$ cat src/sv/rfdc_pkg.sv
// ----------------------------------------------------------------------------
// rfdc_pkg: shared types and constants
// Field widths, register indexes, reset values and inter-module status
// structs for the reciprocal frequency and duty counter.
// ----------------------------------------------------------------------------
package rfdc_pkg;

  localparam int CLK_HZ_W   = 27;
  localparam int MIN_GATE_W = 32;
  localparam int EDGE_W     = 32;
  localparam int OUT_TICK_W = 48;
  localparam int FREQ_W     = 48;
  localparam int DUTY_W     = 17;
  localparam int Q16_SHIFT  = 16;
  localparam int PROD_W     = EDGE_W + CLK_HZ_W;
  localparam int CFG_DATA_W = 32;
  localparam int CFG_IDX_W  = 1;

  localparam logic [CFG_IDX_W-1:0] CFG_CLOCK_HZ = 1'b0;
  localparam logic [CFG_IDX_W-1:0] CFG_MIN_GATE = 1'b1;

  localparam logic [CLK_HZ_W-1:0]   RESET_CLOCK_HZ = 27'd20000000;
  localparam logic [MIN_GATE_W-1:0] RESET_MIN_GATE = 32'd500000;
  localparam logic [DUTY_W-1:0]     Q16_ONE        = 17'h10000;

  typedef struct packed {
    logic full;
    logic empty;
  } rfdc_q_stat_t;

  typedef struct packed {
    logic busy;
    logic done;
  } rfdc_div_stat_t;

  typedef enum logic [4:0] {
    ST_IDLE = 5'b00001,
    ST_MUL  = 5'b00010,
    ST_DUTY = 5'b00100,
    ST_FREQ = 5'b01000,
    ST_OUT  = 5'b10000
  } rfdc_back_state_t;

endpackage

$ cat src/sv/rfdc_if.sv
// ----------------------------------------------------------------------------
// rfdc_if: stream interfaces
// Valid/ready channels for the sampled level and for measurement results.
// ----------------------------------------------------------------------------
interface rfdc_in_if;
  logic valid;
  logic ready;
  logic level;

  modport source (output valid, output level, input ready);
  modport sink   (input valid, input level, output ready);
endinterface

interface rfdc_out_if;
  logic                            valid;
  logic                            ready;
  logic [rfdc_pkg::OUT_TICK_W-1:0] period_ticks;
  logic [rfdc_pkg::EDGE_W-1:0]     edge_count;
  logic [rfdc_pkg::OUT_TICK_W-1:0] high_ticks;
  logic [rfdc_pkg::FREQ_W-1:0]     freq_q16;
  logic [rfdc_pkg::DUTY_W-1:0]     duty_q16;

  modport source (output valid, output period_ticks, output edge_count,
                  output high_ticks, output freq_q16, output duty_q16,
                  input ready);
  modport sink   (input valid, input period_ticks, input edge_count,
                  input high_ticks, input freq_q16, input duty_q16,
                  output ready);
  modport monitor (input valid, input ready, input period_ticks, input edge_count,
                   input high_ticks, input freq_q16, input duty_q16);
endinterface

$ cat src/sv/rfdc_front.sv
// ----------------------------------------------------------------------------
// rfdc_front: edge detector and gate counters
// Takes one level sample per transfer, tracks the gate and pushes a job
// (elapsed, edges, high time) when a closing edge ends the gate.
// ----------------------------------------------------------------------------
module rfdc_front #(
  parameter int TICK_BITS = 48
) (
  input  logic                                       clk,
  input  logic                                       rst_n,
  rfdc_in_if.sink                                    in_ch,
  input  logic [rfdc_pkg::MIN_GATE_W-1:0]            min_gate,
  input  rfdc_pkg::rfdc_q_stat_t                     q_stat,
  output logic                                       push,
  output logic [2*TICK_BITS+rfdc_pkg::EDGE_W-1:0]    job
);

  localparam logic [TICK_BITS-1:0]        TICK_MAX = '1;
  localparam logic [rfdc_pkg::EDGE_W-1:0] EDGE_MAX = '1;

  logic                        prev_r, prev_nxt;
  logic                        armed_r, armed_nxt;
  logic [TICK_BITS-1:0]        el_r, el_nxt, el_inc;
  logic [TICK_BITS-1:0]        ht_r, ht_nxt, ht_inc;
  logic [rfdc_pkg::EDGE_W-1:0] ed_r, ed_nxt, ed_inc;
  logic                        accept, rising, gate_done;

  assign in_ch.ready = ~q_stat.full;

  always_comb begin
    accept    = in_ch.valid & in_ch.ready;
    rising    = in_ch.level & ~prev_r;
    el_inc    = (el_r != TICK_MAX) ? el_r + 1'b1 : el_r;
    ht_inc    = (in_ch.level && (ht_r != TICK_MAX)) ? ht_r + 1'b1 : ht_r;
    ed_inc    = (ed_r != EDGE_MAX) ? ed_r + 1'b1 : ed_r;
    gate_done = 64'(el_inc) >= 64'(min_gate);
    job       = {el_inc, ed_inc, ht_inc};

    prev_nxt  = prev_r;
    armed_nxt = armed_r;
    el_nxt    = el_r;
    ht_nxt    = ht_r;
    ed_nxt    = ed_r;
    push      = 1'b0;

    if (accept) begin
      prev_nxt = in_ch.level;
      if (!armed_r) begin
        if (rising) begin
          armed_nxt = 1'b1;
          el_nxt    = '0;
          ht_nxt    = '0;
          ed_nxt    = '0;
        end
      end else begin
        el_nxt = el_inc;
        ht_nxt = ht_inc;
        if (rising) begin
          ed_nxt = ed_inc;
          if (gate_done) begin
            // closing edge also opens the next gate
            push   = 1'b1;
            el_nxt = '0;
            ht_nxt = '0;
            ed_nxt = '0;
          end
        end
      end
    end
  end

  always_ff @(posedge clk) begin
    if (!rst_n) begin
      prev_r  <= 1'b0;
      armed_r <= 1'b0;
      el_r    <= '0;
      ht_r    <= '0;
      ed_r    <= '0;
    end else begin
      prev_r  <= prev_nxt;
      armed_r <= armed_nxt;
      el_r    <= el_nxt;
      ht_r    <= ht_nxt;
      ed_r    <= ed_nxt;
    end
  end

endmodule

$ cat src/sv/rfdc_queue.sv
// ----------------------------------------------------------------------------
// rfdc_queue: short job queue
// Small register FIFO between the counter front and the divide back end.
// ----------------------------------------------------------------------------
module rfdc_queue #(
  parameter int W     = 8,
  parameter int DEPTH = 2
) (
  input  logic                   clk,
  input  logic                   rst_n,
  input  logic                   push,
  input  logic [W-1:0]           din,
  input  logic                   pop,
  output logic [W-1:0]           dout,
  output rfdc_pkg::rfdc_q_stat_t stat
);

  localparam int PW = (DEPTH > 1) ? $clog2(DEPTH) : 1;
  localparam int CW = $clog2(DEPTH + 1);

  logic [W-1:0]  mem_r [DEPTH];
  logic [PW-1:0] wr_r, wr_nxt, rd_r, rd_nxt;
  logic [CW-1:0] cnt_r, cnt_nxt;
  logic          do_push, do_pop;

  always_comb begin
    stat.full  = (cnt_r == CW'(DEPTH));
    stat.empty = (cnt_r == '0);
    do_push    = push & ~stat.full;
    do_pop     = pop & ~stat.empty;
    dout       = mem_r[rd_r];
    wr_nxt     = wr_r;
    rd_nxt     = rd_r;
    cnt_nxt    = cnt_r;
    if (do_push) wr_nxt = (wr_r == PW'(DEPTH - 1)) ? '0 : wr_r + 1'b1;
    if (do_pop)  rd_nxt = (rd_r == PW'(DEPTH - 1)) ? '0 : rd_r + 1'b1;
    if (do_push && !do_pop) cnt_nxt = cnt_r + 1'b1;
    else if (do_pop && !do_push) cnt_nxt = cnt_r - 1'b1;
  end

  always_ff @(posedge clk) begin
    if (!rst_n) begin
      wr_r  <= '0;
      rd_r  <= '0;
      cnt_r <= '0;
    end else begin
      wr_r  <= wr_nxt;
      rd_r  <= rd_nxt;
      cnt_r <= cnt_nxt;
    end
  end

  always_ff @(posedge clk) begin
    if (do_push) mem_r[wr_r] <= din;
  end

endmodule

$ cat src/sv/rfdc_div.sv
// ----------------------------------------------------------------------------
// rfdc_div: radix-2 restoring divider
// One quotient bit per cycle; done pulses once the last quotient bit is shifted in.
// ----------------------------------------------------------------------------
module rfdc_div #(
  parameter int DW = 75,
  parameter int VW = 48
) (
  input  logic                     clk,
  input  logic                     rst_n,
  input  logic                     start,
  input  logic [DW-1:0]            dividend,
  input  logic [VW-1:0]            divisor,
  output logic [DW-1:0]            quotient,
  output rfdc_pkg::rfdc_div_stat_t stat
);

  localparam int CNT_W = $clog2(DW + 1);

  logic [DW-1:0]    dvd_r, dvd_nxt;
  logic [VW-1:0]    rem_r, rem_nxt, d_r, d_nxt;
  logic [CNT_W-1:0] cnt_r, cnt_nxt;
  logic             busy_r, busy_nxt, done_r, done_nxt;
  logic [VW:0]      trial, diff;
  logic             ge;

  assign quotient  = dvd_r;
  assign stat.busy = busy_r;
  assign stat.done = done_r;

  always_comb begin
    trial    = {rem_r, dvd_r[DW-1]};
    ge       = trial >= {1'b0, d_r};
    diff     = trial - {1'b0, d_r};
    dvd_nxt  = dvd_r;
    rem_nxt  = rem_r;
    d_nxt    = d_r;
    cnt_nxt  = cnt_r;
    busy_nxt = busy_r;
    done_nxt = 1'b0;
    if (start) begin
      dvd_nxt  = dividend;
      rem_nxt  = '0;
      d_nxt    = divisor;
      cnt_nxt  = CNT_W'(DW);
      busy_nxt = 1'b1;
    end else if (busy_r) begin
      rem_nxt = ge ? diff[VW-1:0] : trial[VW-1:0];
      dvd_nxt = {dvd_r[DW-2:0], ge};
      cnt_nxt = cnt_r - 1'b1;
      if (cnt_r == CNT_W'(1)) begin
        busy_nxt = 1'b0;
        done_nxt = 1'b1;
      end
    end
  end

  always_ff @(posedge clk) begin
    if (!rst_n) begin
      busy_r <= 1'b0;
      done_r <= 1'b0;
      cnt_r  <= '0;
    end else begin
      busy_r <= busy_nxt;
      done_r <= done_nxt;
      cnt_r  <= cnt_nxt;
    end
  end

  always_ff @(posedge clk) begin
    dvd_r <= dvd_nxt;
    rem_r <= rem_nxt;
    d_r   <= d_nxt;
  end

endmodule

$ cat src/sv/rfdc_back.sv
// ----------------------------------------------------------------------------
// rfdc_back: measurement sequencer
// Pops a job, forms edges * clock_hz, runs the duty and frequency divides
// on the shared divider and holds the result until transferred.
// ----------------------------------------------------------------------------
module rfdc_back #(
  parameter int TICK_BITS = 48
) (
  input  logic                                    clk,
  input  logic                                    rst_n,
  input  logic [2*TICK_BITS+rfdc_pkg::EDGE_W-1:0] job,
  input  rfdc_pkg::rfdc_q_stat_t                  q_stat,
  output logic                                    pop,
  input  logic [rfdc_pkg::CLK_HZ_W-1:0]           clock_hz,
  rfdc_out_if.source                              out_ch
);

  localparam int PROD_W = rfdc_pkg::PROD_W;
  localparam int DW     = ((TICK_BITS > PROD_W) ? TICK_BITS : PROD_W) + rfdc_pkg::Q16_SHIFT;
  localparam int EDGE_W = rfdc_pkg::EDGE_W;

  rfdc_pkg::rfdc_back_state_t state_r, state_nxt;
  rfdc_pkg::rfdc_div_stat_t   div_stat;

  logic [TICK_BITS-1:0]          el_r, el_nxt, ht_r, ht_nxt;
  logic [EDGE_W-1:0]             ed_r, ed_nxt;
  logic [PROD_W-1:0]             prod_r, prod_nxt;
  logic [rfdc_pkg::DUTY_W-1:0]   duty_r, duty_nxt;
  logic [rfdc_pkg::FREQ_W-1:0]   freq_r, freq_nxt;
  logic                          div_start;
  logic [DW-1:0]                 div_dividend, div_q;
  logic [63:0]                   el_ext, ht_ext;

  rfdc_div #(.DW(DW), .VW(TICK_BITS)) u_div (
    .clk      (clk),
    .rst_n    (rst_n),
    .start    (div_start),
    .dividend (div_dividend),
    .divisor  (el_r),
    .quotient (div_q),
    .stat     (div_stat)
  );

  always_comb begin
    state_nxt    = state_r;
    el_nxt       = el_r;
    ht_nxt       = ht_r;
    ed_nxt       = ed_r;
    prod_nxt     = prod_r;
    duty_nxt     = duty_r;
    freq_nxt     = freq_r;
    pop          = 1'b0;
    div_start    = 1'b0;
    div_dividend = '0;
    case (state_r)
      rfdc_pkg::ST_IDLE: begin
        if (!q_stat.empty) begin
          pop       = 1'b1;
          {el_nxt, ed_nxt, ht_nxt} = job;
          state_nxt = rfdc_pkg::ST_MUL;
        end
      end
      rfdc_pkg::ST_MUL: begin
        prod_nxt     = ed_r * clock_hz;
        div_start    = 1'b1;
        div_dividend = DW'(ht_r) << rfdc_pkg::Q16_SHIFT;
        state_nxt    = rfdc_pkg::ST_DUTY;
      end
      rfdc_pkg::ST_DUTY: begin
        if (div_stat.done) begin
          duty_nxt     = (div_q > DW'(rfdc_pkg::Q16_ONE)) ? rfdc_pkg::Q16_ONE
                                                         : div_q[rfdc_pkg::DUTY_W-1:0];
          div_start    = 1'b1;
          div_dividend = DW'(prod_r) << rfdc_pkg::Q16_SHIFT;
          state_nxt    = rfdc_pkg::ST_FREQ;
        end
      end
      rfdc_pkg::ST_FREQ: begin
        if (div_stat.done) begin
          freq_nxt  = div_q[rfdc_pkg::FREQ_W-1:0];
          state_nxt = rfdc_pkg::ST_OUT;
        end
      end
      rfdc_pkg::ST_OUT: begin
        if (out_ch.ready) state_nxt = rfdc_pkg::ST_IDLE;
      end
      default: state_nxt = rfdc_pkg::ST_IDLE;
    endcase
  end

  // saturate tick counts to the 48-bit result fields
  always_comb begin
    el_ext              = 64'(el_r);
    ht_ext              = 64'(ht_r);
    out_ch.valid        = (state_r == rfdc_pkg::ST_OUT);
    out_ch.period_ticks = (el_ext[63:48] != '0) ? '1 : el_ext[47:0];
    out_ch.high_ticks   = (ht_ext[63:48] != '0) ? '1 : ht_ext[47:0];
    out_ch.edge_count   = ed_r;
    out_ch.freq_q16     = freq_r;
    out_ch.duty_q16     = duty_r;
  end

  always_ff @(posedge clk) begin
    if (!rst_n) state_r <= rfdc_pkg::ST_IDLE;
    else        state_r <= state_nxt;
  end

  always_ff @(posedge clk) begin
    el_r   <= el_nxt;
    ht_r   <= ht_nxt;
    ed_r   <= ed_nxt;
    prod_r <= prod_nxt;
    duty_r <= duty_nxt;
    freq_r <= freq_nxt;
  end

endmodule

$ cat src/sv/reciprocal_frequency_duty_counter.sv
// ----------------------------------------------------------------------------
// reciprocal_frequency_duty_counter: gated period, frequency and duty meter
// Counts ticks, rising edges and high time of a sampled signal per gate and
// reports each gate as a measurement with Q16 frequency and duty quotients.
// ----------------------------------------------------------------------------
// Usage:
//   in_ch  : one transfer per clock tick, payload = sampled level.
//   out_ch : one measurement per closed gate (period, edges, high time,
//            freq_q16, duty_q16).
//   cfg_*  : write clock_hz (index 0) and min_gate_ticks (index 1) while idle.
// Throughput: in_ch takes one tick per cycle while the job queue has room.
// Result path: a closing edge's job is multiplied, then runs the duty divide
//   and the frequency divide on the single shared bit-serial divider, whose
//   dividend width is DW = max(TICK_BITS, 59) + 16. Gates closing faster
//   than the back end finishes jobs fill the job queue (QUEUE_DEPTH entries);
//   in_ch.ready then drops until the back end frees a slot.
// Reset: gate disarmed, counters and queue empty, registers at 20 MHz and
//   500000 ticks. The first rising level after reset opens the first gate.
// Stall: a result waits in the output register while out_ch.ready is low;
//   the front keeps counting and queues further jobs while the queue has room.
// ----------------------------------------------------------------------------
module reciprocal_frequency_duty_counter #(
  parameter int TICK_BITS   = 48,
  parameter int QUEUE_DEPTH = 2
) (
  input  logic                             clk,
  input  logic                             rst_n,
  rfdc_in_if.sink                          in_ch,
  rfdc_out_if.source                       out_ch,
  input  logic                             cfg_we,
  input  logic [rfdc_pkg::CFG_IDX_W-1:0]   cfg_index,
  input  logic [rfdc_pkg::CFG_DATA_W-1:0]  cfg_data
);

  localparam int JOB_W = 2*TICK_BITS + rfdc_pkg::EDGE_W;

  // configuration registers
  logic [rfdc_pkg::CLK_HZ_W-1:0]   clock_hz_r, clock_hz_nxt;
  logic [rfdc_pkg::MIN_GATE_W-1:0] min_gate_r, min_gate_nxt;

  // front -> queue -> back
  logic                   push, pop;
  logic [JOB_W-1:0]       job_in, job_out;
  rfdc_pkg::rfdc_q_stat_t q_stat;

  always_comb begin
    clock_hz_nxt = clock_hz_r;
    min_gate_nxt = min_gate_r;
    if (cfg_we) begin
      case (cfg_index)
        rfdc_pkg::CFG_CLOCK_HZ: clock_hz_nxt = cfg_data[rfdc_pkg::CLK_HZ_W-1:0];
        rfdc_pkg::CFG_MIN_GATE: min_gate_nxt = cfg_data[rfdc_pkg::MIN_GATE_W-1:0];
        default: ;
      endcase
    end
  end

  always_ff @(posedge clk) begin
    if (!rst_n) begin
      clock_hz_r <= rfdc_pkg::RESET_CLOCK_HZ;
      min_gate_r <= rfdc_pkg::RESET_MIN_GATE;
    end else begin
      clock_hz_r <= clock_hz_nxt;
      min_gate_r <= min_gate_nxt;
    end
  end

  rfdc_front #(.TICK_BITS(TICK_BITS)) u_front (
    .clk      (clk),
    .rst_n    (rst_n),
    .in_ch    (in_ch),
    .min_gate (min_gate_r),
    .q_stat   (q_stat),
    .push     (push),
    .job      (job_in)
  );

  rfdc_queue #(.W(JOB_W), .DEPTH(QUEUE_DEPTH)) u_queue (
    .clk   (clk),
    .rst_n (rst_n),
    .push  (push),
    .din   (job_in),
    .pop   (pop),
    .dout  (job_out),
    .stat  (q_stat)
  );

  rfdc_back #(.TICK_BITS(TICK_BITS)) u_back (
    .clk      (clk),
    .rst_n    (rst_n),
    .job      (job_out),
    .q_stat   (q_stat),
    .pop      (pop),
    .clock_hz (clock_hz_r),
    .out_ch   (out_ch)
  );

endmodule

$ cat src/flat_wrapper.sv
// flat-port wrapper written by rule: the top's interface ports become plain ports
module reciprocal_frequency_duty_counter_flat 
#(
  parameter int TICK_BITS   = 48,
  parameter int QUEUE_DEPTH = 2
)
  (clk, rst_n, cfg_we, cfg_index, cfg_data, in_ch_valid, in_ch_level, in_ch_ready, out_ch_valid, out_ch_period_ticks, out_ch_edge_count, out_ch_high_ticks, out_ch_freq_q16, out_ch_duty_q16, out_ch_ready);
  rfdc_in_if in_ch_i ();
  rfdc_out_if out_ch_i ();
  input  logic clk;
  input  logic rst_n;
  input  logic cfg_we;
  input  logic [rfdc_pkg::CFG_IDX_W-1:0] cfg_index;
  input  logic [rfdc_pkg::CFG_DATA_W-1:0] cfg_data;
  input wire logic [$bits(in_ch_i.valid)-1:0] in_ch_valid;
  input wire logic [$bits(in_ch_i.level)-1:0] in_ch_level;
  output wire logic [$bits(in_ch_i.ready)-1:0] in_ch_ready;
  output wire logic [$bits(out_ch_i.valid)-1:0] out_ch_valid;
  output wire logic [$bits(out_ch_i.period_ticks)-1:0] out_ch_period_ticks;
  output wire logic [$bits(out_ch_i.edge_count)-1:0] out_ch_edge_count;
  output wire logic [$bits(out_ch_i.high_ticks)-1:0] out_ch_high_ticks;
  output wire logic [$bits(out_ch_i.freq_q16)-1:0] out_ch_freq_q16;
  output wire logic [$bits(out_ch_i.duty_q16)-1:0] out_ch_duty_q16;
  input wire logic [$bits(out_ch_i.ready)-1:0] out_ch_ready;
  assign in_ch_i.valid = in_ch_valid;
  assign in_ch_i.level = in_ch_level;
  assign in_ch_ready = in_ch_i.ready;
  assign out_ch_valid = out_ch_i.valid;
  assign out_ch_period_ticks = out_ch_i.period_ticks;
  assign out_ch_edge_count = out_ch_i.edge_count;
  assign out_ch_high_ticks = out_ch_i.high_ticks;
  assign out_ch_freq_q16 = out_ch_i.freq_q16;
  assign out_ch_duty_q16 = out_ch_i.duty_q16;
  assign out_ch_i.ready = out_ch_ready;
  reciprocal_frequency_duty_counter #(.TICK_BITS(TICK_BITS), .QUEUE_DEPTH(QUEUE_DEPTH)) u_core (.clk(clk), .rst_n(rst_n), .in_ch(in_ch_i), .out_ch(out_ch_i), .cfg_we(cfg_we), .cfg_index(cfg_index), .cfg_data(cfg_data));
endmodule
$ cat config.mk
export PLATFORM = sky130hd
export DESIGN_NAME = reciprocal_frequency_duty_counter_flat
export DESIGN_NICKNAME = d
export VERILOG_FILES = /design/src/sv/rfdc_pkg.sv /design/src/sv/rfdc_if.sv /design/src/sv/rfdc_front.sv /design/src/sv/rfdc_queue.sv /design/src/sv/rfdc_div.sv /design/src/sv/rfdc_back.sv /design/src/sv/reciprocal_frequency_duty_counter.sv /design/src/flat_wrapper.sv
export SDC_FILE = /design/constraint.sdc
export NUM_CORES = 2
export LEC_CHECK = 0
export BUFFER_PORTS_ARGS = -buffer_cell sky130_fd_sc_hd__buf_4
export CORE_MARGIN = 8
export CORE_UTILIZATION = 45
export DETAILED_ROUTE_END_ITERATION = 8
export GPL_TIMING_DRIVEN = 0
export SLEW_MARGIN = 0
export SYNTH_ARGS = -nofsm -noshare
export SYNTH_HDL_FRONTEND = slang
export SYNTH_SLANG_ARGS = --single-unit
$ cat constraint.sdc
create_clock -name clk -period 25.3 [get_ports clk]
set_input_delay 2.53 -clock clk [delete_from_list [all_inputs] [get_ports clk]]
set_output_delay 2.53 -clock clk [all_outputs]
set_load 0.05 [all_outputs]
==> key figures <==
Routing
  • Vias per cell: around 5.5
  • DRC: 0
  • Number of detailed-route iterations in the first pass: 6
  • Routed via count: 47600
  • DRT Wirelength: 209000 um
  • DR iter-0 viols: 4602
  • Drt wl/cell: 24.2 um
  • Routed Antenna Nets: 0

Worst setup path
  • Critical Path AT: 9.88 ns
  • Crit end category: flop
  • Startpoint types: flop
  • WP data required: 25.72 ns
  • Max FO, Critical Path: 10
  • WS Path Type: flop to flop

Final layout
  • Seq. cell area: 24100 um^2
  • Fillcell total: 13300
  • Most common cell after layout, fill and taps aside: inv_1
  • Area grow syn2layout: 11.2%
  • Area of the multi-input gates: ~36000 um^2
  • Most frequent cells in the layout: inv_1 (965), nand2_1 (961), fa_1 (750)
  • Layout cells sized above 1: 8.63%
  • Final Net Count: 7677

Yosys
  • Post-synth net total: 7342
  • Syn avg cell area: 10.4 um^2
  • Library cells used by synthesis: 83
  • Ys Warns: 0
  • Cell count after synthesis: 6269
  • Main area contributors after synthesis: edfxtp_1 (29%), fa_1 (23%), dfxtp_1 (7.8%), inv_1 (5.5%), nand2_1 (5.5%)
  • Synth area leader: edfxtp_1
  • Register area share after synthesis: 36.8%
  • Post-synth top area share: 29.0%
  • Synth async-reset ratio: 0%
  • Post-synth top flop: edfxtp_1
  • Post-synth EDFFs: 631
  • Synth Cell Area: ~65000 um^2
  • Seq cells post-synth: between 800 and 900

Job
  • Max-cap viol count: 0

Clock network
  • Hold_buf cts: 0
  • CTS HTree Levels: 3
  • Clock Path Buffers: 3
  • PostCTS Resize Cnt: 0
  • Clk_lat worst skew: 0.69 ns
  • Num CTS Buffers: 86
  • Total clock sinks: 886
  • TritonCTS clock tree: built
  • CTS Root Cell: clkbuf_16
  • Clock slew at reported path FFs: 0.06 ns
  • Post-CTS Setup Bufs: 0

STA
  • Post-layout minimum cycle time: 9.46 ns
  • Setup TNS Final: 0 ns
  • Slew @ Worst Pin: about 1.3 ns
  • RSZ-0062 raised after global routing: no
  • Slew headroom: 14.7%
  • Final hold vios: 0
  • Pins Over Slew Limit: 0
  • Fmax: approximately 110 MHz
  • Worst Skew: around 0.036 ns
  • Final setup fails: 0
  • Final worst path period share: 37.4%

Floorplan
  • Row cnt: 140
  • Core box area: 145000 um^2
  • Die Span X: 397 um
  • Chip Height: 397 um
  • I/O Pins: 234
  • Initial core utilization: a little under half
  • Total Die Area: approximately 160000 um^2

GRT
  • Initial antenna violation count: 30
  • Total gr overflow: 0
  • First-pass GRT wire length: approximately 310000 um
  • Largest net degree at the start of global routing: just under 70
  • Total Routing Usage GR: 25.9%
  • Vias in the first global route: between 40000 and 50000

Status
  • Status: complete, no violations

Placed design
  • Final RePlAce weighted congestion: 0.974
  • Port bufs: approximately 230
  • DP HPWL: approximately 170000 um

Hold path
  • Hold crit path type: flop to flop
==> per-layer routing <==
metal	vias up	routed length (um)	global-route usage [%]
met5	-	13	0
met1	24000	89900	36.6
met4	2	8480	9.76
met3	350	18500	5.03
li1	21100	-	-
met2	2065	91800	39.6
==> worst max-delay path, cell delays in order, from the launching register on <==
cell and delay [ns]:
edfxtp_1 0.58, clkbuf_1 0.62, clkbuf_1 0.62, nand2_1 0.18, fa_1 0.53, inv_1 0.05
fa_1 0.48, inv_1 0.06, fa_1 0.53, inv_1 0.05, fa_1 0.40, fa_1 0.48
fa_1 0.54, inv_1 0.05, fa_1 0.49, inv_1 0.07, ha_1 0.37, and3_1 0.22
nand3_1 0.08, a211oi_1 0.54, o211ai_1 0.26, a211oi_1 0.66, a31oi_1 0.27, a21boi_0 0.54
a21oi_1 0.21, mux2i_1 0.19, nand3_1 0.08
==> cells by family after synthesis <==
logic type      after synthesis  synth area share, %
simple gates               1898                 13.9
buf+inv                    1285                 7.52
fa+ha+maj                  1034                 28.4
flops                       886                 36.8
compound gates              765                 7.42
xor+xnor                    231                 3.10
mux                         170                 2.86
==> final cells by class <==
class,count,share of cell area (%)
Multi-Input combinational cell,4098,50.1
Inverter,967,5.00
Clock inverter,43,0.462
Sequential cell,886,33.1
Clock buffer,118,3.31
Antenna cell,24,0.0827
Timing Repair Buffer,247,2.86
Buffer,318,1.78
Tap cell,1917,3.30
==> stage by stage <==
stage	worst slack, ns	cell area, um^2	hold slack [ns]	instances	utilization [%]
final	15.84	72700	0.439	8618	50.2
after floorplan	14.98	65400	0.436	6269	-
after global routing	15.43	72600	0.465	8603	50.1
after global placement	8.95	69500	0.441	8418	48.0
after CTS	15.81	72600	0.434	8594	50.1
after detailed placement	15.87	69900	0.444	8433	48.2
==> final timing paths <==
check | slack [ns] | endpoint | start | cells after the start
max | 15.84 | u_core.u_back.prod_r[57] | u_core.u_back.out_ch.edge_count[10] | 26
min | 0.44 | u_core.u_back.u_div.d_r[17] | u_core.u_back.out_ch.period_ticks[17] | 0
max reg2reg | 15.84 | u_core.u_back.prod_r[57] | u_core.u_back.out_ch.edge_count[10] | 26
min reg2reg | 0.44 | u_core.u_back.u_div.d_r[17] | u_core.u_back.out_ch.period_ticks[17] | 0
==> sequential cells by signal (all words and copies together) (netlist names), 2 cells and up <==
name	flops
u_core.u_back.u_div.cnt_r	7
u_core.u_back.out_ch.edge_count	32
u_core.u_back.out_ch.high_ticks	48
u_core.u_back.u_div.quotient	75
u_core.u_queue.mem_r	256
u_core.u_back.prod_r	59
u_core.u_back.out_ch.duty_q16	17
u_core.u_front.ed_r	32
u_core.u_front.ht_r	48
u_core.u_back.state_r	5
u_core.u_queue.cnt_r	2
u_core.u_front.el_r	48
u_core.u_back.u_div.rem_r	48
u_core.clock_hz_r	27
u_core.u_back.out_ch.freq_q16	48
u_core.u_back.u_div.d_r	48
u_core.min_gate_r	32
u_core.u_back.out_ch.period_ticks	48
==> synthesized netlist by cell type, types with 21 or more instances <==
library cell	n
edfxtp_1	631
o21ai_0	125
o211ai_1	21
clkbuf_1	273
a22o_1	55
o21bai_1	21
nand4_1	50
nor2_1	152
mux2_2	132
ha_1	284
and3_1	43
nor4_1	30
fa_1	750
mux2i_1	38
nand2_1	961
dfxtp_1	255
a31oi_1	63
o21a_1	23
xnor2_1	137
a21oi_1	245
a21o_1	51
xor2_1	94
nor3_1	38
buf_2	24
nand2b_1	30
a22oi_1	49
nand3_1	114
and2_1	378
inv_1	966
and4_1	27
o21ai_1	25
Power is not shown: default switching activity piles up to over one toggle a cycle in this logic, so the estimate is an artifact.
